File: config.mk
export PLATFORM = sky130hd
export DESIGN_NAME = lid_position_sequencer
export DESIGN_NICKNAME = d
export VERILOG_FILES = /design/src/sv/lps_pkg.sv /design/src/sv/lps_regs.sv /design/src/sv/lps_law.sv /design/src/sv/lps_seq.sv /design/src/sv/lid_position_sequencer.sv
export SDC_FILE = /design/constraint.sdc
export NUM_CORES = 1
export LEC_CHECK = 0
export BUFFER_PORTS_ARGS = -buffer_cell sky130_fd_sc_hd__buf_2
export CAP_MARGIN = 20
export CORE_ASPECT_RATIO = 1.25
export CORE_UTILIZATION = 54
export DETAILED_ROUTE_END_ITERATION = 8
export PLACE_DENSITY = 0.76
export SYNTH_ARGS = -nofsm -noshare
export SYNTH_HDL_FRONTEND = slang
export SYNTH_SLANG_ARGS = --single-unit
File: constraint.sdc
create_clock -name clk -period 12.3 [get_ports clk]
set_clock_uncertainty 0.05 [all_clocks]
set_input_delay 0.615 -clock clk [delete_from_list [all_inputs] [get_ports clk]]
set_output_delay 0.615 -clock clk [all_outputs]
set_load 0.05 [all_outputs]
File: src/sv/lps_pkg.sv
// lps_pkg: shared types and constants for the lid position sequencer.
// Holds the configuration record, the result record and the register map.
// No dependencies.
package lps_pkg;

	localparam int MAX_DRIVE    = 1023;
	localparam int DRIVE_W      = 11;
	localparam int DUTY_W       = 10;
	localparam int MOTOR_W      = 4;
	localparam int POS_W        = 16;
	localparam int GOAL_W       = 16;
	localparam int TICK_W       = 10;
	localparam int SEL_W        = 16;
	localparam int POL_W        = 14;
	localparam int APB_ADDR_W   = 5;
	localparam int APB_DATA_W   = 32;

	// register map, index = paddr[4:2]
	typedef enum logic [2:0] {
		REG_GAIN_HALVES  = 3'd0,
		REG_DEADBAND     = 3'd1,
		REG_MIN_DRIVE    = 3'd2,
		REG_SETTLE_TOL   = 3'd3,
		REG_MOVE_TIMEOUT = 3'd4,
		REG_DWELL_TICKS  = 3'd5,
		REG_OPEN_TARGET  = 3'd6,
		REG_POLARITY     = 3'd7
	} lps_reg_t;

	typedef struct packed {
		logic [7:0]        gain_halves;
		logic [9:0]        deadband;
		logic [9:0]        min_drive;
		logic [9:0]        settle_tolerance;
		logic [TICK_W-1:0] move_timeout;
		logic [TICK_W-1:0] dwell_ticks;
		logic [14:0]       open_target;
		logic [POL_W-1:0]  polarity_mask;
	} lps_cfg_t;

	localparam lps_cfg_t CFG_RESET = '{
		gain_halves:      8'd5,
		deadband:         10'd5,
		min_drive:        10'd150,
		settle_tolerance: 10'd15,
		move_timeout:     10'd200,
		dwell_ticks:      10'd100,
		open_target:      15'd2722,
		polarity_mask:    14'd0
	};

	typedef struct packed {
		logic signed [DRIVE_W-1:0] drive;
		logic                      bridge_in1;
		logic                      bridge_in2;
		logic [DUTY_W-1:0]         duty;
		logic                      channel_b;
		logic [MOTOR_W-1:0]        motor_now;
		logic [SEL_W-1:0]          select_word;
		logic                      clear_count;
		logic                      busy_res;
		logic                      ack;
	} lps_result_t;

endpackage

File: src/sv/lps_regs.sv
// lps_regs: APB configuration register file for the lid position sequencer.
// Depends on lps_pkg (register map, configuration record, reset values).
module lps_regs (
	input  logic                             clk,
	input  logic                             arst_n,
	input  logic                             psel,
	input  logic                             penable,
	input  logic                             pwrite,
	input  logic [lps_pkg::APB_ADDR_W-1:0]   paddr,
	input  logic [lps_pkg::APB_DATA_W-1:0]   pwdata,
	output logic [lps_pkg::APB_DATA_W-1:0]   prdata,
	output logic                             pready,
	output lps_pkg::lps_cfg_t                cfg
);

	lps_pkg::lps_cfg_t cfg_q;
	lps_pkg::lps_reg_t idx;
	logic              wr_en;

	assign idx    = lps_pkg::lps_reg_t'(paddr[4:2]);
	assign pready = 1'b1;
	assign wr_en  = psel && penable && pwrite && pready;
	assign cfg    = cfg_q;

	always_ff @(posedge clk or negedge arst_n) begin
		if (!arst_n) begin
			cfg_q <= lps_pkg::CFG_RESET;
		end else if (wr_en) begin
			case (idx)
				lps_pkg::REG_GAIN_HALVES:  cfg_q.gain_halves      <= pwdata[7:0];
				lps_pkg::REG_DEADBAND:     cfg_q.deadband         <= pwdata[9:0];
				lps_pkg::REG_MIN_DRIVE:    cfg_q.min_drive        <= pwdata[9:0];
				lps_pkg::REG_SETTLE_TOL:   cfg_q.settle_tolerance <= pwdata[9:0];
				lps_pkg::REG_MOVE_TIMEOUT: cfg_q.move_timeout     <= pwdata[9:0];
				lps_pkg::REG_DWELL_TICKS:  cfg_q.dwell_ticks      <= pwdata[9:0];
				lps_pkg::REG_OPEN_TARGET:  cfg_q.open_target      <= pwdata[14:0];
				lps_pkg::REG_POLARITY:     cfg_q.polarity_mask    <= pwdata[13:0];
				default: ;
			endcase
		end
	end

	always_comb begin
		case (idx)
			lps_pkg::REG_GAIN_HALVES:  prdata = {24'd0, cfg_q.gain_halves};
			lps_pkg::REG_DEADBAND:     prdata = {22'd0, cfg_q.deadband};
			lps_pkg::REG_MIN_DRIVE:    prdata = {22'd0, cfg_q.min_drive};
			lps_pkg::REG_SETTLE_TOL:   prdata = {22'd0, cfg_q.settle_tolerance};
			lps_pkg::REG_MOVE_TIMEOUT: prdata = {22'd0, cfg_q.move_timeout};
			lps_pkg::REG_DWELL_TICKS:  prdata = {22'd0, cfg_q.dwell_ticks};
			lps_pkg::REG_OPEN_TARGET:  prdata = {17'd0, cfg_q.open_target};
			lps_pkg::REG_POLARITY:     prdata = {18'd0, cfg_q.polarity_mask};
			default:                   prdata = '0;
		endcase
	end

endmodule

File: src/sv/lps_law.sv
// lps_law: proportional control law with deadband, minimum drive and polarity.
// Also flags when the position is within settle tolerance of the goal.
// Depends on lps_pkg.
module lps_law (
	input  logic [lps_pkg::GOAL_W-1:0]          goal,
	input  logic signed [lps_pkg::POS_W-1:0]    position,
	input  logic [lps_pkg::MOTOR_W-1:0]         motor,
	input  lps_pkg::lps_cfg_t                   cfg,
	output logic signed [lps_pkg::DRIVE_W-1:0]  drive,
	output logic                                reached
);

	logic signed [17:0] err;
	logic               neg;
	logic [16:0]        mag;
	logic [24:0]        prod;
	logic [23:0]        scaled;
	logic [9:0]         mag_clip;
	logic [9:0]         mag_min;
	logic [9:0]         mag_out;
	logic [15:0]        pol_ext;
	logic               flip;

	always_comb begin
		err      = $signed({2'b00, goal}) - 18'(position);
		neg      = err[17];
		mag      = neg ? 17'(-err) : 17'(err);
		reached  = mag < {7'd0, cfg.settle_tolerance};
		prod     = mag * cfg.gain_halves;
		scaled   = prod[24:1];
		mag_clip = (scaled > 24'(lps_pkg::MAX_DRIVE)) ? 10'(lps_pkg::MAX_DRIVE)
		                                              : scaled[9:0];
		// zero gain leaves zero; minimum only lifts a nonzero magnitude
		mag_min  = (mag_clip != '0 && mag_clip < cfg.min_drive) ? cfg.min_drive : mag_clip;
		mag_out  = (mag < {7'd0, cfg.deadband}) ? 10'd0 : mag_min;
		// motors beyond the mask width are never reversed
		pol_ext  = {2'b00, cfg.polarity_mask};
		flip     = pol_ext[motor];
		drive    = (neg ^ flip) ? -$signed({1'b0, mag_out}) : $signed({1'b0, mag_out});
	end

endmodule

File: src/sv/lps_seq.sv
// lps_seq: open/dwell/close sequencer state and per-item result formation.
// Instantiates lps_law; depends on lps_pkg.
module lps_seq #(
	parameter int MOTOR_COUNT = 14
) (
	input  logic                              clk,
	input  logic                              arst_n,
	input  logic                              step_en,
	input  logic                              kind,
	input  logic signed [lps_pkg::POS_W-1:0]  position,
	input  lps_pkg::lps_cfg_t                 cfg,
	output lps_pkg::lps_result_t              result
);

	typedef enum logic [1:0] {
		PH_IDLE  = 2'd0,
		PH_OPEN  = 2'd1,
		PH_DWELL = 2'd2,
		PH_CLOSE = 2'd3
	} phase_t;

	phase_t                              phase_q, phase_nxt;
	logic [lps_pkg::TICK_W-1:0]          ticks_q, ticks_nxt, ticks_inc;
	logic [lps_pkg::GOAL_W-1:0]          goal_q, goal_nxt;
	logic [lps_pkg::MOTOR_W-1:0]         motor_q, motor_nxt, motor_wrap;
	logic [lps_pkg::MOTOR_W:0]           motor_inc;
	logic signed [lps_pkg::DRIVE_W-1:0]  drive_raw, drive_fin;
	logic                                reached, mv_done, brake;
	logic [lps_pkg::SEL_W-1:0]           sel;
	logic                                clr;

	lps_law u_law (
		.goal     (goal_q),
		.position (position),
		.motor    (motor_q),
		.cfg      (cfg),
		.drive    (drive_raw),
		.reached  (reached)
	);

	always_comb begin
		ticks_inc  = ticks_q + 1'b1;
		mv_done    = reached || (ticks_inc >= cfg.move_timeout);
		motor_inc  = {1'b0, motor_q} + 1'b1;
		motor_wrap = (motor_inc >= (lps_pkg::MOTOR_W+1)'(MOTOR_COUNT))
		             ? '0 : motor_inc[lps_pkg::MOTOR_W-1:0];

		phase_nxt = phase_q;
		ticks_nxt = ticks_q;
		goal_nxt  = goal_q;
		motor_nxt = motor_q;
		brake     = 1'b0;
		sel       = '0;
		clr       = 1'b0;

		if (kind) begin
			// request: only starts a sequence from idle
			if (phase_q == PH_IDLE) begin
				phase_nxt = PH_OPEN;
				ticks_nxt = '0;
				goal_nxt  = {1'b0, cfg.open_target};
			end
		end else begin
			case (phase_q)
				PH_OPEN: begin
					if (mv_done) begin
						phase_nxt = PH_DWELL;
						ticks_nxt = '0;
					end else begin
						ticks_nxt = ticks_inc;
					end
				end
				PH_DWELL: begin
					if (ticks_inc >= cfg.dwell_ticks) begin
						phase_nxt = PH_CLOSE;
						ticks_nxt = '0;
						goal_nxt  = '0;
					end else begin
						ticks_nxt = ticks_inc;
					end
				end
				PH_CLOSE: begin
					if (mv_done) begin
						brake     = 1'b1;
						motor_nxt = motor_wrap;
						sel       = (16'd1 << motor_wrap[lps_pkg::MOTOR_W-1:1])
						            | {4'd0, motor_wrap, 8'd0};
						clr       = 1'b1;
						phase_nxt = PH_IDLE;
						ticks_nxt = '0;
					end else begin
						ticks_nxt = ticks_inc;
					end
				end
				default: ;
			endcase
		end

		drive_fin = (kind || brake) ? '0 : drive_raw;

		result.drive       = drive_fin;
		result.channel_b   = motor_q[0];
		result.motor_now   = motor_q;
		result.select_word = sel;
		result.clear_count = clr;
		result.busy_res    = (phase_nxt != PH_IDLE);
		result.ack         = kind;
		if (kind) begin
			result.bridge_in1 = 1'b0;
			result.bridge_in2 = 1'b0;
			result.duty       = '0;
		end else if (drive_fin > 0) begin
			result.bridge_in1 = 1'b1;
			result.bridge_in2 = 1'b0;
			result.duty       = drive_fin[lps_pkg::DUTY_W-1:0];
		end else if (drive_fin < 0) begin
			result.bridge_in1 = 1'b0;
			result.bridge_in2 = 1'b1;
			result.duty       = lps_pkg::DUTY_W'(-drive_fin);
		end else begin
			// both pins high: brake
			result.bridge_in1 = 1'b1;
			result.bridge_in2 = 1'b1;
			result.duty       = '0;
		end
	end

	always_ff @(posedge clk or negedge arst_n) begin
		if (!arst_n) begin
			phase_q <= PH_IDLE;
			ticks_q <= '0;
			goal_q  <= '0;
			motor_q <= '0;
		end else if (step_en) begin
			phase_q <= phase_nxt;
			ticks_q <= ticks_nxt;
			goal_q  <= goal_nxt;
			motor_q <= motor_nxt;
		end
	end

endmodule

File: src/sv/lid_position_sequencer.sv
// Lid position sequencer: an accepted request loads the input register, and its result
// then loads the result register when the output can advance; throughput one request per
// cycle unless m_tready back-pressure stalls the output. Control law and sequencer step are one
// combinational pass between the two registers.
// Reset clears valid flags and sequencer state and returns configuration to defaults.
// Depends on lps_pkg, lps_regs, lps_seq (with lps_law).
module lid_position_sequencer #(
	parameter int MOTOR_COUNT = 14
) (
	input  logic                             clk,
	input  logic                             arst_n,
	// configuration
	input  logic                             psel,
	input  logic                             penable,
	input  logic                             pwrite,
	input  logic [lps_pkg::APB_ADDR_W-1:0]   paddr,
	input  logic [lps_pkg::APB_DATA_W-1:0]   pwdata,
	output logic [lps_pkg::APB_DATA_W-1:0]   prdata,
	output logic                             pready,
	// requests in
	input  logic                             s_tvalid,
	output logic                             s_tready,
	input  logic [15:0]                      s_tdata,   // position[15:0]
	input  logic                             s_tuser,   // kind
	// results out
	output logic                             m_tvalid,
	input  logic                             m_tready,
	// drive[10:0], bridge_in1[11], bridge_in2[12], duty[22:13], channel_b[23],
	// motor_now[27:24], select_word[43:28], clear_count[44], busy_res[45], zero[47:46]
	output logic [47:0]                      m_tdata,
	output logic                             m_tuser    // ack
);

	lps_pkg::lps_cfg_t    cfg;
	lps_pkg::lps_result_t res;
	lps_pkg::lps_result_t res_s2;

	logic                             valid_s1, valid_s2;
	logic                             kind_s1;
	logic signed [lps_pkg::POS_W-1:0] pos_s1;
	logic                             adv;

	lps_regs u_regs (
		.clk     (clk),
		.arst_n  (arst_n),
		.psel    (psel),
		.penable (penable),
		.pwrite  (pwrite),
		.paddr   (paddr),
		.pwdata  (pwdata),
		.prdata  (prdata),
		.pready  (pready),
		.cfg     (cfg)
	);

	lps_seq #(
		.MOTOR_COUNT (MOTOR_COUNT)
	) u_seq (
		.clk      (clk),
		.arst_n   (arst_n),
		.step_en  (valid_s1 && adv),
		.kind     (kind_s1),
		.position (pos_s1),
		.cfg      (cfg),
		.result   (res)
	);

	assign adv      = !valid_s2 || m_tready;
	assign s_tready = !valid_s1 || adv;

	always_ff @(posedge clk or negedge arst_n) begin
		if (!arst_n) begin
			valid_s1 <= 1'b0;
			valid_s2 <= 1'b0;
		end else begin
			if (s_tready)
				valid_s1 <= s_tvalid;
			if (adv)
				valid_s2 <= valid_s1;
		end
	end

	always_ff @(posedge clk) begin
		if (s_tvalid && s_tready) begin
			kind_s1 <= s_tuser;
			pos_s1  <= $signed(s_tdata);
		end
		if (valid_s1 && adv)
			res_s2 <= res;
	end

	assign m_tvalid = valid_s2;
	assign m_tuser  = res_s2.ack;
	assign m_tdata  = {2'b00, res_s2.busy_res, res_s2.clear_count, res_s2.select_word,
	                   res_s2.motor_now, res_s2.channel_b, res_s2.duty,
	                   res_s2.bridge_in2, res_s2.bridge_in1, res_s2.drive};

endmodule
==> summary.md <==
The run finished with clean final reports. The wire length on met1 was 16600 µm. Global routing finished with a remaining overflow of 0. The run gives 13100 as the via count of the first global-routing pass. The wire length per cell works out to 18.1 µm. The register clock-pin slew on the reported worst setup and hold paths works out to 0.08 ns.

Wire segments on met3 add up to 2390 µm in the final route. For the final setup violation count, the log shows 0. TritonCTS built the clock tree. For the total clock sinks, the log shows 179. The post-route netlist has 18.1% of its cells at a drive strength greater than 1. In this run the static leakage power is 8.56 nW.

The run gives 13100 as the number of vias in the routed layout. The synthesized design spends more area on one cell type than any other, namely sky130_fd_sc_hd__dfrtp_1. The later pin in the worst-skew pair is clocked with a latency of 0.44 ns.

The startpoint type of the worst setup path was a flop. The run gives 1720 as the number of instances in the synthesized netlist. Main flop type after synthesis: sky130_fd_sc_hd__dfrtp_1.

The min-delay analysis places its worst path in the category in2async. At the end of the flow the core is filled with cells to 61.5%. The number of iterations in the first detailed-routing pass is 6. Based on the critical path, the design can be clocked at up to 84.8 MHz. The flip-flop and latch count after synthesis came out at 179.

The detailed router finished its first iteration with 913 violations. Across the run, the number of max-cap violations was 0. The worst setup path is captured at a flop. At the pin with the least slew margin, the transition time is 1.01 ns. The routed design uses 20100 µm of met2 wire.

The number of nets still failing antenna checks after routing was 0. During I/O placement, the number of pins put on the boundary was 145. For this run, the total global-route usage over all layers was measured as 27.5%. Along the worst path, the maximum fanout reaches 10. In this run the tightest slew margin relative to its limit is 32.9%. Using the TritonRoute via totals, the vias-per-cell ratio works out to 5.85. The run gives 0 as the initial antenna violation count.

Data on the critical path is required at its endpoint by 12.44 ns. The overall die width came out at 157 µm. For this run, the number of Yosys warnings is 0. The cell with the biggest individual delay on the critical path was sky130_fd_sc_hd__fa_2. The floorplan step defined a die boundary enclosing 30600 µm². Depth of the worst register-to-register path: 47. The area growth from synthesis to layout is 11.8%. At the worst endpoint, the arrival time is 11.93 ns.

The logs give 0 for the max-slew violation count and 0 for the number of diodes added for antenna fixing. The uppermost layer routed is met4. For the core area, the log shows 29300 µm².

The tools report the library cell used as clock root buffer as sky130_fd_sc_hd__clkbuf_16. The final wirelength was 40800 µm; the longest individual stage delay on the worst path was 0.59 ns. Entering global routing, the biggest net connects 70 pins. The power density normalized to cell area is 239 nW/µm², and the first-pass GRT wire length is 65800 µm.

After layout, the worst path uses 95.9% of the clock period. The tools report the worst-case clock buffer depth as 2. Averaged over all synthesized cells, the footprint is 9.38 µm². The library cell used most frequently in the layout, excluding fill and tap cells, is sky130_fd_sc_hd__inv_1. The tools report the remaining routing DRC violations as 0. The floorplan has 70 rows. The fraction of synthesized cell area taken by the top area cell type was 15.0%; the largest voltage drop on the vdd net was 179 µV. During placement, the flow inserted port buffers numbering 101.

The number of hold violations in the final report is 0. The type of the worst setup path is reg2reg. Detailed placement ended at an HPWL of 31100 µm. The final worst hold slack is 0.140 ns. For the finished layout, the period the worst path requires is 11.79 ns.

Leaving out fill and tap cells, the most frequent cells in the layout are sky130_fd_sc_hd__inv_1 (190), sky130_fd_sc_hd__nand2_1 (140), sky130_fd_sc_hd__ha_1 (108), sky130_fd_sc_hd__buf_2 (100), sky130_fd_sc_hd__nor2_1 (99). Number of CTS-inserted buffers: 17. Sorting the synthesized cells by area gives the leading types as sky130_fd_sc_hd__dfrtp_1 (15%), sky130_fd_sc_hd__fa_1 (11%), sky130_fd_sc_hd__edfxtp_1 (11%). The run gives 0.906 as the final weighted congestion in routability-driven placement. The H-tree was split into 4 levels. The final layout contains 2104 nets. The vertical die dimension came out at 195 µm. The tools report the count of unique library cells instantiated by Yosys as 97.

The synthesized netlist occupies a cell area of 16100 µm². Yosys mapped a number of flops with a built-in enable equal to 59. The proportion of register bits with asynchronous set or reset after synthesis is 67.0%.

Sequential elements use 29.8% of the synthesized area. Hold repair after CTS inserted 0 buffers. The power consumption is 4.31 mW, and the filler cell count in the final layout is 2404. For this configuration, the core starts out at a cell density of 55.0%.
[cell type report]
cell class | instances | area (µm²) | area share, %
Clock inverter | 14 | 141 | 0.783
Multi-Input combinational cell | 1283 | 10500 | 57.9
Clock buffer | 18 | 430 | 2.38
Timing Repair Buffer | 166 | 1000 | 5.54
Inverter | 192 | 721 | 3.99
Tap cell | 396 | 495 | 2.75
Sequential cell | 179 | 4800 | 26.6
[power by group]
| part | switching [mW] | internal, mW | leakage (nW) |
|---|---|---|---|
| Clock | 0.256 | 0.271 | 0.287 |
| Sequential | 0.0997 | 0.740 | 2.03 |
| Combinational | 1.74 | 1.20 | 6.24 |
[worst max-delay path: cells and delay by family (launching register included)]
| kind | cells | cell delay, ns |
|---|---|---|
| compound gates | 15 | 3.00 |
| xor+xnor | 1 | 0.15 |
| fa+ha+maj | 10 | 3.79 |
| buf+inv | 3 | 0.26 |
| flops | 1 | 0.41 |
| mux | 1 | 0.23 |
| simple gates | 17 | 3.62 |
[logic make-up after synthesis]
family / count (synthesis) / synth area share, %
muxes: 71 / 5.23
xor gates and xnor gates: 58 / 3.19
adders and majority gates: 204 / 20.0
buffers and inverters: 281 / 7.45
DFF: 179 / 29.8
AOI/OAI and AO/OA: 377 / 16.4
and+or+nand+nor: 548 / 17.9
other: 2 / 0.0465
[cells in the mapped netlist (8+ instances only)]
library cell	count
sky130_fd_sc_hd__xnor2_1	35
sky130_fd_sc_hd__ha_1	113
sky130_fd_sc_hd__nand2_1	140
sky130_fd_sc_hd__nor2_1	99
sky130_fd_sc_hd__a21oi_1	74
sky130_fd_sc_hd__o211ai_1	10
sky130_fd_sc_hd__buf_4	30
sky130_fd_sc_hd__nand2b_1	32
sky130_fd_sc_hd__nor2b_1	64
sky130_fd_sc_hd__a211oi_1	16
sky130_fd_sc_hd__nor3_1	25
sky130_fd_sc_hd__fa_1	91
sky130_fd_sc_hd__o21ai_0	97
sky130_fd_sc_hd__or3_1	12
sky130_fd_sc_hd__nand3_1	25
sky130_fd_sc_hd__a22o_1	29
sky130_fd_sc_hd__o31ai_1	8
sky130_fd_sc_hd__mux2_2	45
sky130_fd_sc_hd__mux2i_1	19
sky130_fd_sc_hd__a31oi_1	12
sky130_fd_sc_hd__clkbuf_1	42
sky130_fd_sc_hd__xor2_1	22
sky130_fd_sc_hd__nand4_1	13
sky130_fd_sc_hd__dfrtp_1	97
sky130_fd_sc_hd__a21o_1	25
sky130_fd_sc_hd__buf_2	10
sky130_fd_sc_hd__o21a_1	12
sky130_fd_sc_hd__edfxtp_1	59
sky130_fd_sc_hd__and2_1	79
sky130_fd_sc_hd__inv_1	191
sky130_fd_sc_hd__a221oi_1	19
sky130_fd_sc_hd__dfstp_2	23
sky130_fd_sc_hd__and3_1	13
[final timing paths]
| kind | endpoint | start | slack (ns) |
|---|---|---|---|
| max | m_tdata[14] | pos_s1[0] | 0.51 |
| min | u_seq.ticks_q[7] | arst_n | 0.14 |
| max reg2reg | m_tdata[14] | pos_s1[0] | 0.51 |
| min reg2reg | m_tvalid | valid_s1 | 0.45 |
| max in group asynchronous | u_seq.goal_q[9] | arst_n | 10.68 |
| min in group clk | pos_s1[10] | s_tdata[10] | 0.30 |
[layer usage]
| metal | global-route usage [%] | up-vias |
|---|---|---|
| li1 | - | 6152 |
| met1 | 35.0 | 6428 |
| met2 | 45.8 | 452 |
| met3 | 3.79 | 110 |
| met4 | 13.8 | 0 |
| met5 | 0 | - |
[what timing repair did]
item / 4_1_cts / 5_1_grt
setup endpoints to repair: 7 / 12
gates resized for setup: 7 / 35
buffers inserted: 0 / 9
pin swaps: 0 / 9
[state kept, by name (all words and copies together) (netlist names)]
signal and count:
m_tuser 1, pos_s1 16, u_seq.goal_q 15, kind_s1 1, valid_s1 1, m_tvalid 1
u_seq.motor_q 4, u_regs.cfg 87, u_seq.ticks_q 10, m_tdata 41, u_seq.phase_q 2
[per-stage QoR]
stage          cells  instance area (µm²)  TNS, ns  setup WS, ns
3_3_place_gp    2205                17200        0         0.111
6_report        2248                18000        0         0.505
5_1_grt         2248                18000  -0.0441       -0.0441
3_5_place_dp    2206                17200   -0.241        -0.129
4_1_cts         2238                17800        0       0.00353
2_1_floorplan   1743                16200        0         0.878
Power figures use the tool's default switching activity.
